--- src/rtl/core/lcd_seq_pkg.sv ---
// Shared types, codes and tables for the character LCD 4-bit write sequencer.
// Used by the front, queue, back and top-level modules. No dependencies.
`timescale 1ns / 1ps

package lcd_seq_pkg;

   localparam int QUEUE_DEPTH_DEFAULT = 2;

   // command codes on the request channel
   localparam logic [2:0] CMD_INIT   = 3'd0;
   localparam logic [2:0] CMD_INSTR  = 3'd1;
   localparam logic [2:0] CMD_CHAR   = 3'd2;
   localparam logic [2:0] CMD_RAW    = 3'd3;
   localparam logic [2:0] CMD_CURSOR = 3'd4;

   // cursor row codes and their line bases
   localparam logic [2:0] ROW_LINE1 = 3'd1;
   localparam logic [2:0] ROW_LINE2 = 3'd2;
   localparam logic [2:0] ROW_LINE3 = 3'd3;
   localparam logic [2:0] ROW_LINE4 = 3'd4;
   localparam logic [7:0] BASE_LINE1 = 8'h80;
   localparam logic [7:0] BASE_LINE2 = 8'hC0;
   localparam logic [7:0] BASE_LINE3 = 8'h93;
   localparam logic [7:0] BASE_LINE4 = 8'hD3;

   localparam logic [7:0] INIT_FINAL_BYTE = 8'h0C;
   localparam logic [7:0] CHAR_SPACE      = 8'h20;
   localparam logic [7:0] CODE_SPACE      = 8'h80;
   localparam logic [7:0] CODE_UNKNOWN    = 8'h01;

   // step numbering: init setup pulses first, then the eight byte-write segments
   localparam int         INIT_SEGS  = 35;
   localparam logic [5:0] BYTE_START = 6'd35;
   localparam logic [5:0] STEP_FINAL = 6'd42;

   localparam logic       INIT_EN   [0:INIT_SEGS-1] = '{
      1'b0,
      1'b1, 1'b1, 1'b0, 1'b0,  1'b1, 1'b1, 1'b0, 1'b0,  1'b1, 1'b1, 1'b0, 1'b0,
      1'b1, 1'b0, 1'b0,
      1'b1, 1'b1, 1'b0, 1'b0,  1'b1, 1'b0, 1'b0,  1'b1, 1'b1, 1'b0, 1'b0,
      1'b1, 1'b1, 1'b0, 1'b0,  1'b1, 1'b1, 1'b0, 1'b0
   };
   localparam logic [3:0] INIT_NIB  [0:INIT_SEGS-1] = '{
      4'h0,
      4'h0, 4'h2, 4'h2, 4'h0,  4'h0, 4'h2, 4'h2, 4'h0,  4'h0, 4'h8, 4'h8, 4'h0,
      4'h0, 4'h0, 4'h0,
      4'h0, 4'hE, 4'hE, 4'h0,  4'h0, 4'h0, 4'h0,  4'h0, 4'h6, 4'h6, 4'h0,
      4'h0, 4'h0, 4'h0, 4'h0,  4'h0, 4'h1, 4'h1, 4'h0
   };
   localparam logic [4:0] INIT_HOLD [0:INIT_SEGS-1] = '{
      5'd30,
      5'd1, 5'd2, 5'd1, 5'd3,  5'd1, 5'd2, 5'd1, 5'd2,  5'd1, 5'd2, 5'd1, 5'd3,
      5'd3, 5'd1, 5'd2,
      5'd1, 5'd2, 5'd1, 5'd3,  5'd3, 5'd1, 5'd2,  5'd1, 5'd2, 5'd1, 5'd3,
      5'd1, 5'd2, 5'd1, 5'd2,  5'd1, 5'd2, 5'd1, 5'd10
   };

   // one classified command waiting for the back end
   typedef struct packed {
      logic       is_init;
      logic       is_data;
      logic [7:0] value;
   } cmd_entry_type;

   // one pin segment
   typedef struct packed {
      logic       reg_select;
      logic       enable;
      logic [3:0] data_nibble;
      logic [4:0] hold_ms;
      logic       last;
   } seg_type;

endpackage

--- src/rtl/core/lcd_seq_front.sv ---
// Front end: accepts request items, maps characters and cursor addresses,
// and pushes one classified entry per valid command. Depends on lcd_seq_pkg.
`timescale 1ns / 1ps

module lcd_seq_front
   import lcd_seq_pkg::*;
(
   input  logic          req_tvalid,
   output logic          req_tready,
   input  logic [2:0]    command,
   input  logic [7:0]    byte_value,
   input  logic [2:0]    row,
   input  logic [7:0]    column,
   input  logic          q_full,
   output logic          q_push,
   output cmd_entry_type q_entry
);

   logic       known_char;
   logic [7:0] mapped;
   logic [7:0] base;
   logic       cmd_known;

   always_comb begin
      known_char = ((byte_value >= 8'h41) && (byte_value <= 8'h5A)) ||
                   ((byte_value >= 8'h61) && (byte_value <= 8'h7A)) ||
                   ((byte_value >= 8'h30) && (byte_value <= 8'h39)) ||
                   (byte_value == 8'h21) ||
                   ((byte_value >= 8'h23) && (byte_value <= 8'h26)) ||
                   ((byte_value >= 8'h28) && (byte_value <= 8'h2B)) ||
                   ((byte_value >= 8'h2D) && (byte_value <= 8'h2F)) ||
                   ((byte_value >= 8'h3A) && (byte_value <= 8'h40)) ||
                   (byte_value == 8'h5B) ||
                   ((byte_value >= 8'h5D) && (byte_value <= 8'h60)) ||
                   ((byte_value >= 8'h7B) && (byte_value <= 8'h7D));
      if (byte_value == CHAR_SPACE) begin
         mapped = CODE_SPACE;
      end else if (known_char) begin
         mapped = byte_value;
      end else begin
         mapped = CODE_UNKNOWN;
      end
   end

   always_comb begin
      case (row)
         ROW_LINE1: base = BASE_LINE1;
         ROW_LINE2: base = BASE_LINE2;
         ROW_LINE3: base = BASE_LINE3;
         ROW_LINE4: base = BASE_LINE4;
         default:   base = 8'h00;
      endcase
   end

   always_comb begin
      cmd_known        = 1'b1;
      q_entry.is_init  = 1'b0;
      q_entry.is_data  = 1'b0;
      q_entry.value    = byte_value;
      case (command)
         CMD_INIT: begin
            q_entry.is_init = 1'b1;
            q_entry.value   = INIT_FINAL_BYTE;
         end
         CMD_INSTR: begin
            q_entry.value = byte_value;
         end
         CMD_CHAR: begin
            q_entry.is_data = 1'b1;
            q_entry.value   = mapped;
         end
         CMD_RAW: begin
            q_entry.is_data = 1'b1;
         end
         CMD_CURSOR: begin
            q_entry.value = base + column;
         end
         default: begin
            cmd_known = 1'b0;
         end
      endcase
   end

   // unknown commands are taken and dropped
   assign req_tready = !q_full;
   assign q_push     = req_tvalid && !q_full && cmd_known;

endmodule

--- src/rtl/core/lcd_seq_queue.sv ---
// Short register FIFO of classified commands between front and back end.
// Depends on lcd_seq_pkg.
`timescale 1ns / 1ps

module lcd_seq_queue
   import lcd_seq_pkg::*;
#(
   parameter int DEPTH = QUEUE_DEPTH_DEFAULT
) (
   input  logic          clock,
   input  logic          reset,
   input  logic          push,
   input  cmd_entry_type push_entry,
   output logic          full,
   input  logic          pop,
   output logic          head_valid,
   output cmd_entry_type head_entry
);

   localparam int PTR_W = (DEPTH > 1) ? $clog2(DEPTH) : 1;
   localparam int CNT_W = $clog2(DEPTH + 1);

   cmd_entry_type    slot_ff [0:DEPTH-1];
   logic [PTR_W-1:0] wr_ptr_ff, wr_ptr_in;
   logic [PTR_W-1:0] rd_ptr_ff, rd_ptr_in;
   logic [CNT_W-1:0] count_ff, count_in;

   assign full       = (count_ff == CNT_W'(DEPTH));
   assign head_valid = (count_ff != '0);
   assign head_entry = slot_ff[rd_ptr_ff];

   always_comb begin
      wr_ptr_in = wr_ptr_ff;
      rd_ptr_in = rd_ptr_ff;
      count_in  = count_ff;
      if (push) begin
         wr_ptr_in = (wr_ptr_ff == PTR_W'(DEPTH - 1)) ? '0 : wr_ptr_ff + 1'b1;
      end
      if (pop) begin
         rd_ptr_in = (rd_ptr_ff == PTR_W'(DEPTH - 1)) ? '0 : rd_ptr_ff + 1'b1;
      end
      if (push && !pop) begin
         count_in = count_ff + 1'b1;
      end else if (pop && !push) begin
         count_in = count_ff - 1'b1;
      end
   end

   always_ff @(posedge clock) begin
      if (reset) begin
         wr_ptr_ff <= '0;
         rd_ptr_ff <= '0;
         count_ff  <= '0;
      end else begin
         wr_ptr_ff <= wr_ptr_in;
         rd_ptr_ff <= rd_ptr_in;
         count_ff  <= count_in;
      end
   end

   always_ff @(posedge clock) begin
      if (push) begin
         slot_ff[wr_ptr_ff] <= push_entry;
      end
   end

endmodule

--- src/rtl/core/lcd_seq_back.sv ---
// Back end: per queued command, runs the init table (init only) and the byte-write
// segments, one per cycle to an output register unless stalled. Uses lcd_seq_pkg.
`timescale 1ns / 1ps

module lcd_seq_back
   import lcd_seq_pkg::*;
(
   input  logic          clock,
   input  logic          reset,
   input  logic          q_valid,
   input  cmd_entry_type q_entry,
   output logic          q_pop,
   output logic          rsp_tvalid,
   input  logic          rsp_tready,
   output seg_type       rsp_seg
);

   cmd_entry_type cur_ff;
   logic          busy_ff, busy_in;
   logic [5:0]    step_ff, step_in;
   logic          rs_level_ff, rs_level_in;
   logic          rsp_valid_ff, rsp_valid_in;
   seg_type       rsp_seg_ff;

   seg_type       seg;
   logic [5:0]    byte_off;
   logic [2:0]    byte_idx;
   logic          out_free;
   logic          emit;
   logic          final_step;
   logic          load;

   assign byte_off   = step_ff - BYTE_START;
   assign byte_idx   = byte_off[2:0];
   assign out_free   = !rsp_valid_ff || rsp_tready;
   assign emit       = busy_ff && out_free;
   assign final_step = (step_ff == STEP_FINAL);
   // take the next command in the same cycle the last segment leaves
   assign load       = q_valid && (!busy_ff || (emit && final_step));
   assign q_pop      = load;

   always_comb begin
      seg.last       = final_step;
      seg.reg_select = cur_ff.is_data;
      seg.enable     = 1'b0;
      seg.data_nibble = 4'h0;
      seg.hold_ms    = 5'd3;
      if (step_ff < BYTE_START) begin
         seg.reg_select  = rs_level_ff;
         seg.enable      = INIT_EN[step_ff];
         seg.data_nibble = INIT_NIB[step_ff];
         seg.hold_ms     = INIT_HOLD[step_ff];
      end else begin
         case (byte_idx)
            3'd0: begin
               seg.reg_select = rs_level_ff;
            end
            3'd1: begin
               seg.enable  = 1'b1;
               seg.hold_ms = 5'd1;
            end
            3'd2: begin
               seg.enable      = 1'b1;
               seg.data_nibble = cur_ff.value[7:4];
               seg.hold_ms     = 5'd2;
            end
            3'd3: begin
               seg.data_nibble = cur_ff.value[7:4];
               seg.hold_ms     = 5'd1;
            end
            3'd4: begin
               seg.enable  = 1'b1;
               seg.hold_ms = 5'd1;
            end
            3'd5: begin
               seg.enable      = 1'b1;
               seg.data_nibble = cur_ff.value[3:0];
               seg.hold_ms     = 5'd2;
            end
            3'd6: begin
               seg.data_nibble = cur_ff.value[3:0];
               seg.hold_ms     = 5'd1;
            end
            default: begin
               seg.hold_ms = 5'd3;
            end
         endcase
      end
   end

   always_comb begin
      busy_in      = busy_ff;
      step_in      = step_ff;
      rs_level_in  = rs_level_ff;
      rsp_valid_in = rsp_valid_ff;
      if (rsp_tready) begin
         rsp_valid_in = 1'b0;
      end
      if (emit) begin
         rsp_valid_in = 1'b1;
         step_in      = step_ff + 1'b1;
         if (final_step) begin
            busy_in     = 1'b0;
            rs_level_in = cur_ff.is_data;
         end
      end
      if (load) begin
         busy_in = 1'b1;
         step_in = q_entry.is_init ? 6'd0 : BYTE_START;
      end
   end

   always_ff @(posedge clock) begin
      if (reset) begin
         busy_ff      <= 1'b0;
         step_ff      <= '0;
         rs_level_ff  <= 1'b0;
         rsp_valid_ff <= 1'b0;
      end else begin
         busy_ff      <= busy_in;
         step_ff      <= step_in;
         rs_level_ff  <= rs_level_in;
         rsp_valid_ff <= rsp_valid_in;
      end
   end

   always_ff @(posedge clock) begin
      if (load) begin
         cur_ff <= q_entry;
      end
      if (emit) begin
         rsp_seg_ff <= seg;
      end
   end

   assign rsp_tvalid = rsp_valid_ff;
   assign rsp_seg    = rsp_seg_ff;

endmodule

--- src/rtl/core/char_lcd_nibble_write_sequencer.sv ---
// Character LCD 4-bit write sequencer: commands in, timed pin segments out.
// A command goes through the queue, then the back-end command and step
// registers, to the output register. Throughput: one segment per cycle
// unless rsp_tready stalls output; queued commands follow without a gap.
// Reset (synchronous, active high) empties the queue, drops the output and
// clears the RS level to instruction.
`timescale 1ns / 1ps

module char_lcd_nibble_write_sequencer
   import lcd_seq_pkg::*;
#(
   parameter int QUEUE_DEPTH = QUEUE_DEPTH_DEFAULT
) (
   input  logic        clock,
   input  logic        reset,
   input  logic        req_tvalid,
   output logic        req_tready,
   input  logic [23:0] req_tdata,   // byte_value[7:0], row[10:8], column[18:11], zero pad
   input  logic [2:0]  req_tuser,   // command[2:0]
   output logic        rsp_tvalid,
   input  logic        rsp_tready,
   output logic [15:0] rsp_tdata,   // reg_select[0], enable[1], data_nibble[5:2],
                                    // hold_ms[10:6], zero pad
   output logic        rsp_tlast
);

   logic          q_full;
   logic          q_push;
   cmd_entry_type q_entry_in;
   logic          q_pop;
   logic          q_valid;
   cmd_entry_type q_head;
   seg_type       rsp_seg;

   lcd_seq_front u_front (
      .req_tvalid (req_tvalid),
      .req_tready (req_tready),
      .command    (req_tuser),
      .byte_value (req_tdata[7:0]),
      .row        (req_tdata[10:8]),
      .column     (req_tdata[18:11]),
      .q_full     (q_full),
      .q_push     (q_push),
      .q_entry    (q_entry_in)
   );

   lcd_seq_queue #(
      .DEPTH (QUEUE_DEPTH)
   ) u_queue (
      .clock      (clock),
      .reset      (reset),
      .push       (q_push),
      .push_entry (q_entry_in),
      .full       (q_full),
      .pop        (q_pop),
      .head_valid (q_valid),
      .head_entry (q_head)
   );

   lcd_seq_back u_back (
      .clock      (clock),
      .reset      (reset),
      .q_valid    (q_valid),
      .q_entry    (q_head),
      .q_pop      (q_pop),
      .rsp_tvalid (rsp_tvalid),
      .rsp_tready (rsp_tready),
      .rsp_seg    (rsp_seg)
   );

   assign rsp_tdata = {5'b0, rsp_seg.hold_ms, rsp_seg.data_nibble,
                       rsp_seg.enable, rsp_seg.reg_select};
   assign rsp_tlast = rsp_seg.last;

   // every command ends with E low, nibble cleared, 3 ms settle
   a_last_segment: assert property (@(posedge clock) disable iff (reset)
      (rsp_tvalid && rsp_tlast) |->
         (rsp_tdata[1] == 1'b0 && rsp_tdata[5:2] == 4'h0 && rsp_tdata[10:6] == 5'd3))
      else $error("final segment is not a 3 ms idle");

   // segments of one command come without a gap
   a_run_unbroken: assert property (@(posedge clock) disable iff (reset)
      (rsp_tvalid && rsp_tready && !rsp_tlast) |=> rsp_tvalid)
      else $error("gap inside a command's segment run");

   // no push is made into a full queue
   a_no_overflow: assert property (@(posedge clock) disable iff (reset)
      q_push |-> !q_full)
      else $error("queue overflow");

   a_reset_idle: assert property (@(posedge clock)
      reset |=> !rsp_tvalid)
      else $error("output valid right after reset");

endmodule
--- config.mk ---
export PLATFORM = sky130hd
export DESIGN_NAME = char_lcd_nibble_write_sequencer
export DESIGN_NICKNAME = d
export VERILOG_FILES = /design/src/rtl/core/lcd_seq_pkg.sv /design/src/rtl/core/lcd_seq_front.sv /design/src/rtl/core/lcd_seq_queue.sv /design/src/rtl/core/lcd_seq_back.sv /design/src/rtl/core/char_lcd_nibble_write_sequencer.sv
export SDC_FILE = /design/constraint.sdc
export NUM_CORES = 1
export LEC_CHECK = 0
export BUFFER_PORTS_ARGS = -buffer_cell sky130_fd_sc_hd__buf_2
export CAP_MARGIN = 20
export CORE_ASPECT_RATIO = 1.5
export CORE_MARGIN = 5
export CORE_UTILIZATION = 40
export DETAILED_ROUTE_END_ITERATION = 12
export GPL_ROUTABILITY_DRIVEN = 0
export PLACE_DENSITY = 0.71
export SLEW_MARGIN = 20
export SYNTH_ARGS = -nofsm -noshare
export SYNTH_HDL_FRONTEND = slang
export SYNTH_HIERARCHICAL = 1
export SYNTH_SLANG_ARGS = --single-unit
--- constraint.sdc ---
create_clock -name clock -period 6.7 [get_ports clock]
set_clock_uncertainty 0.15 [all_clocks]
set_input_delay 2.01 -clock clock [delete_from_list [all_inputs] [get_ports clock]]
set_output_delay 2.01 -clock clock [all_outputs]
set_load 0.005 [all_outputs]
==> impl_metrics.tcl <==
set metrics [dict create \
    outcome "finished, final reports clean" \
    grt_first_pass_wirelength_um 10500 \
    power_frac_clock_pct 23.9 \
    synth_compound_area_share_pct 16.8 \
    grt_max_degree 18 \
    cpMaxStageDelayCell "fa_1" \
    power_switching_uw 389 \
    ir_drop_mv 0.142 \
    seq_area_frac_synth_pct 45.4 \
    dp.cells 436 \
    ctsHoldBuffers 0 \
    drt_wl_total_um 6090 \
    grt_pass1_vias 2453 \
    ys_ff_latch 54 \
    avgRoutedWirePerCell_um 13.7 \
    drc 0 \
    power_leakage_uw 0.00143 \
    cp.required_ps 6580 \
    port_buffers 39 \
    powerDensity_nw_per_um2 330 \
    p_int_uw 823 \
    hp-class "reg -> reg" \
    synth_ff_type "edfxtp_1" \
    cts_sinks 54 \
    dpl.hpwl_um 4810 \
    ctsHtreeMaxLevel 2 \
    fin_crit_sh_pct 60.5 \
    first_iter_violations 67 \
    max_freq_ghz 0.247 \
    worst_pin_slew_ps 846 \
    dieArea_um2 10100 \
    synth.cell_area_um2 3260 \
    endpoint_kind "flip-flop" \
    slowest_delay_ps 400 \
    cts_tree "built" \
    power_uw 1210 \
    stdcell_count 444 \
    overflow 0 \
    cts_buffer_depth 2 \
    tns_ps 0 \
    p_seq_share_pct 43.8 \
    vias 2372 \
    post_cts_buffers 0 \
    track_usage_pct 12.6 \
    synth_mux_area_share_pct 6.71 \
    synth_area_leaders "edfxtp_1 (37%), dfxtp_1 (8.6%), ha_1 (5.0%)" \
    synth-simple-area-share_pct 14.9 \
    drtAntennaViolNets 0 \
    antenna_cells 0 \
    final_layout_size_suffix_gt1_share_pct 21.2 \
    post-route-min-period_ps 4060 \
    clk_transition_reported_paths_ps 70 \
    critPathBufInv 2 \
    synth_adder_area_share_pct 5.60 \
    syn_area_per_cell_um2 10.7 \
    fin_nets 383 \
    die_w_um 83.7 \
    maxSlewViolCount 0 \
    drt_first_pass_iters 4 \
    path_delay_family "simple AND/OR/NAND/NOR gates" \
    synth_edf_count 40 \
    critPathMaxFanout 4 \
    placementRows 40 \
    ys_types 64 \
    post_cts_resized 0 \
    rsz0062_at_grt "false" \
    switching_share_pct 32.1 \
    synthArstFlopShare_pct 0 \
    initial_utilization_pct 40.7 \
    drv_cap 0 \
    syn_inst 304 \
    synth_top_cell_by_area "edfxtp_1" \
    synth_xor_area_share_pct 5.06 \
    critPathLaunchType "primary input" \
    maxSlewHeadroom_pct 43.5 \
    synth_top_cell_area_share_pct 36.8 \
    crit_chain "buf_2 > nor2_1 > a22o_1 > ha_1 > inv_1 > fa_1 > and3b_1 > a21oi_1 > mux2i_1 > o21ai_0 > nand2b_1" \
    dieHeight_um 121 \
    cts_buffers 5 \
    syn_to_final_growth_pct 12.6 \
    comb_power_share_pct 32.3 \
    critPathArrivalTime_ps 3940 \
    setup_violations 0 \
    avgViaCountPerCell 5.34 \
    grt_antenna_before_repair 0 \
    finalHoldViolations 0 \
    core_um2 8010 \
    boundaryPins 50 \
    path_class "in -> reg" \
    yosys_warnings 6 \
    clkLatencyLatePin_ps 290 \
    synth_top_family_by_area "compound AO/OA/AOI/OAI gates" \
    cts_root_buf "clkbuf_16" \
]
## worst register-to-register path, cell delays in order, from the launching register on
cell and delay [ps]:
dfxtp_1 410, inv_1 230, ha_1 190, nand4b_1 160, o31ai_1 330, nand2_1 170
inv_1 420, inv_1 90, ha_1 330, or3_1 360, a21oi_1 130
## worst paths after layout
kind | start | end | slack, ps | depth (start not counted)
max | req_tdata[8] | u_queue/slot_ff[1][6]$_DFFE_PP_ | 2640 | 11
min | u_back/rs_level_ff$_SDFFE_PP0P_ | u_back/rs_level_ff$_SDFFE_PP0P_ | 320 | 2
max reg2reg | u_back/step_ff[0]$_SDFFE_PP0P_ | u_queue/count_ff[1]$_SDFFE_PP0P_ | 3650 | 10
min reg2reg | u_back/rs_level_ff$_SDFFE_PP0P_ | u_back/rs_level_ff$_SDFFE_PP0P_ | 320 | 2
## registers in the layout, summed over array words and instances, names as in the netlist, named ones only
| signal | count |
|---|---|
| u_queue/count_ff | 2 |
| u_back/rsp_seg | 11 |
| u_back/busy_ff | 1 |
| u_back/cur_ff | 9 |
| u_queue/rd_ptr_ff | 1 |
| u_queue/wr_ptr_ff | 1 |
| u_queue/slot_ff | 20 |
| u_back/step_ff | 6 |
| u_back/rsp_tvalid | 1 |
| u_back/rs_level_ff | 1 |
## kinds of logic (layout without fill, tap and decap cells)
logic type | count (synthesis) | count (layout)
AOI/OAI and AO/OA | 76 | 76
xor gates and xnor gates | 18 | 18
adders and majority gates | 14 | 14
buffers and inverters | 36 | 67
DFF | 54 | 54
muxes | 19 | 19
other | 1 | 5
and+or+nand+nor | 86 | 86
## power by group through the flow
stage / Clock, uW / Sequential, uW / Combinational (uW)
floorplan: 0 / 512 / 312
global placement: 0 / 535 / 384
detailed placement: 0 / 540 / 392
CTS: 299 / 532 / 395
global route: 311 / 543 / 442
finish: 290 / 531 / 391
## layer usage
layer / routed length (um) / part of all wire, % / track usage [%]
met5: 0 / 0 / 0
met3: 312 / 5.1 / 2.86
met4: 263 / 4.3 / 7.14
met2: 3300 / 54 / 24.5
met1: 2210 / 36 / 11.7
## final cells by class
| cell class | count | area [um2] |
|---|---|---|
| clock buffers | 5 | 125 |
| clock inverters | 3 | 43.8 |
| fillers | 766 | 4340 |
| inverters | 20 | 75.1 |
| multi-input cells | 218 | 1620 |
| flip-flops and latches | 54 | 1480 |
| well taps | 105 | 131 |
| repair buffers | 39 | 195 |
## synthesized netlist by cell type (all sizes together), types with 2 or more instances
master   instances
mux2            13
inv             20
a211oi           4
o31ai            3
a31oi            5
xnor2           14
or2              3
a22oi            5
nand4            3
o21a             3
nand2           13
dfxtp           14
or3              3
o211ai           5
mux2i            5
o32ai            2
nand4bb          2
and3             4
a21oi           17
nand2b           7
a21o             4
or4b             2
clkbuf           6
o21ai           14
ha              13
nor3             9
edfxtp          40
nor2b            7
nor2            23
buf             10
nand3            3
a22o             2
xor2             4
## metrics by stage
| stage | hold WS (ps) | setup WS (ps) | instance area, um2 | utilization (%) |
|---|---|---|---|---|
| after detailed placement | 313 | 2310 | 3500 | 43.8 |
| after global routing | 369 | 2430 | 3670 | 45.9 |
| final | 322 | 2640 | 3670 | 45.9 |
| after floorplan | 288 | 2690 | 3280 | - |
| after global placement | 305 | 2410 | 3500 | 43.8 |
| after CTS | 323 | 2630 | 3670 | 45.9 |
## cells in the final DEF (no fill, tap or decap), types with 2 or more instances in the layout
master     count
edfxtp_1      40
buf_2         39
nor2_1        23
inv_1         20
a21oi_1       17
xnor2_1       14
dfxtp_1       14
ha_1          13
nand2_1       12
mux2_2        12
o21ai_0       10
nor3_1         9
nand2b_1       7
nor2b_1        7
conb_1         5
clkbuf_16      5
mux2i_1        5
a31oi_1        5
a22oi_1        5
o211ai_1       5
and3_1         4
a211oi_1       4
a21o_1         4
o21ai_1        4
o31ai_1        3
nand3_1        3
o21a_1         3
nand4_1        3
xor2_1         3
o32ai_1        2
a22o_1         2
nand4bb_1      2
or2_2          2
or3_1          2
No activity file was read; power rests on OpenSTA's default activity.
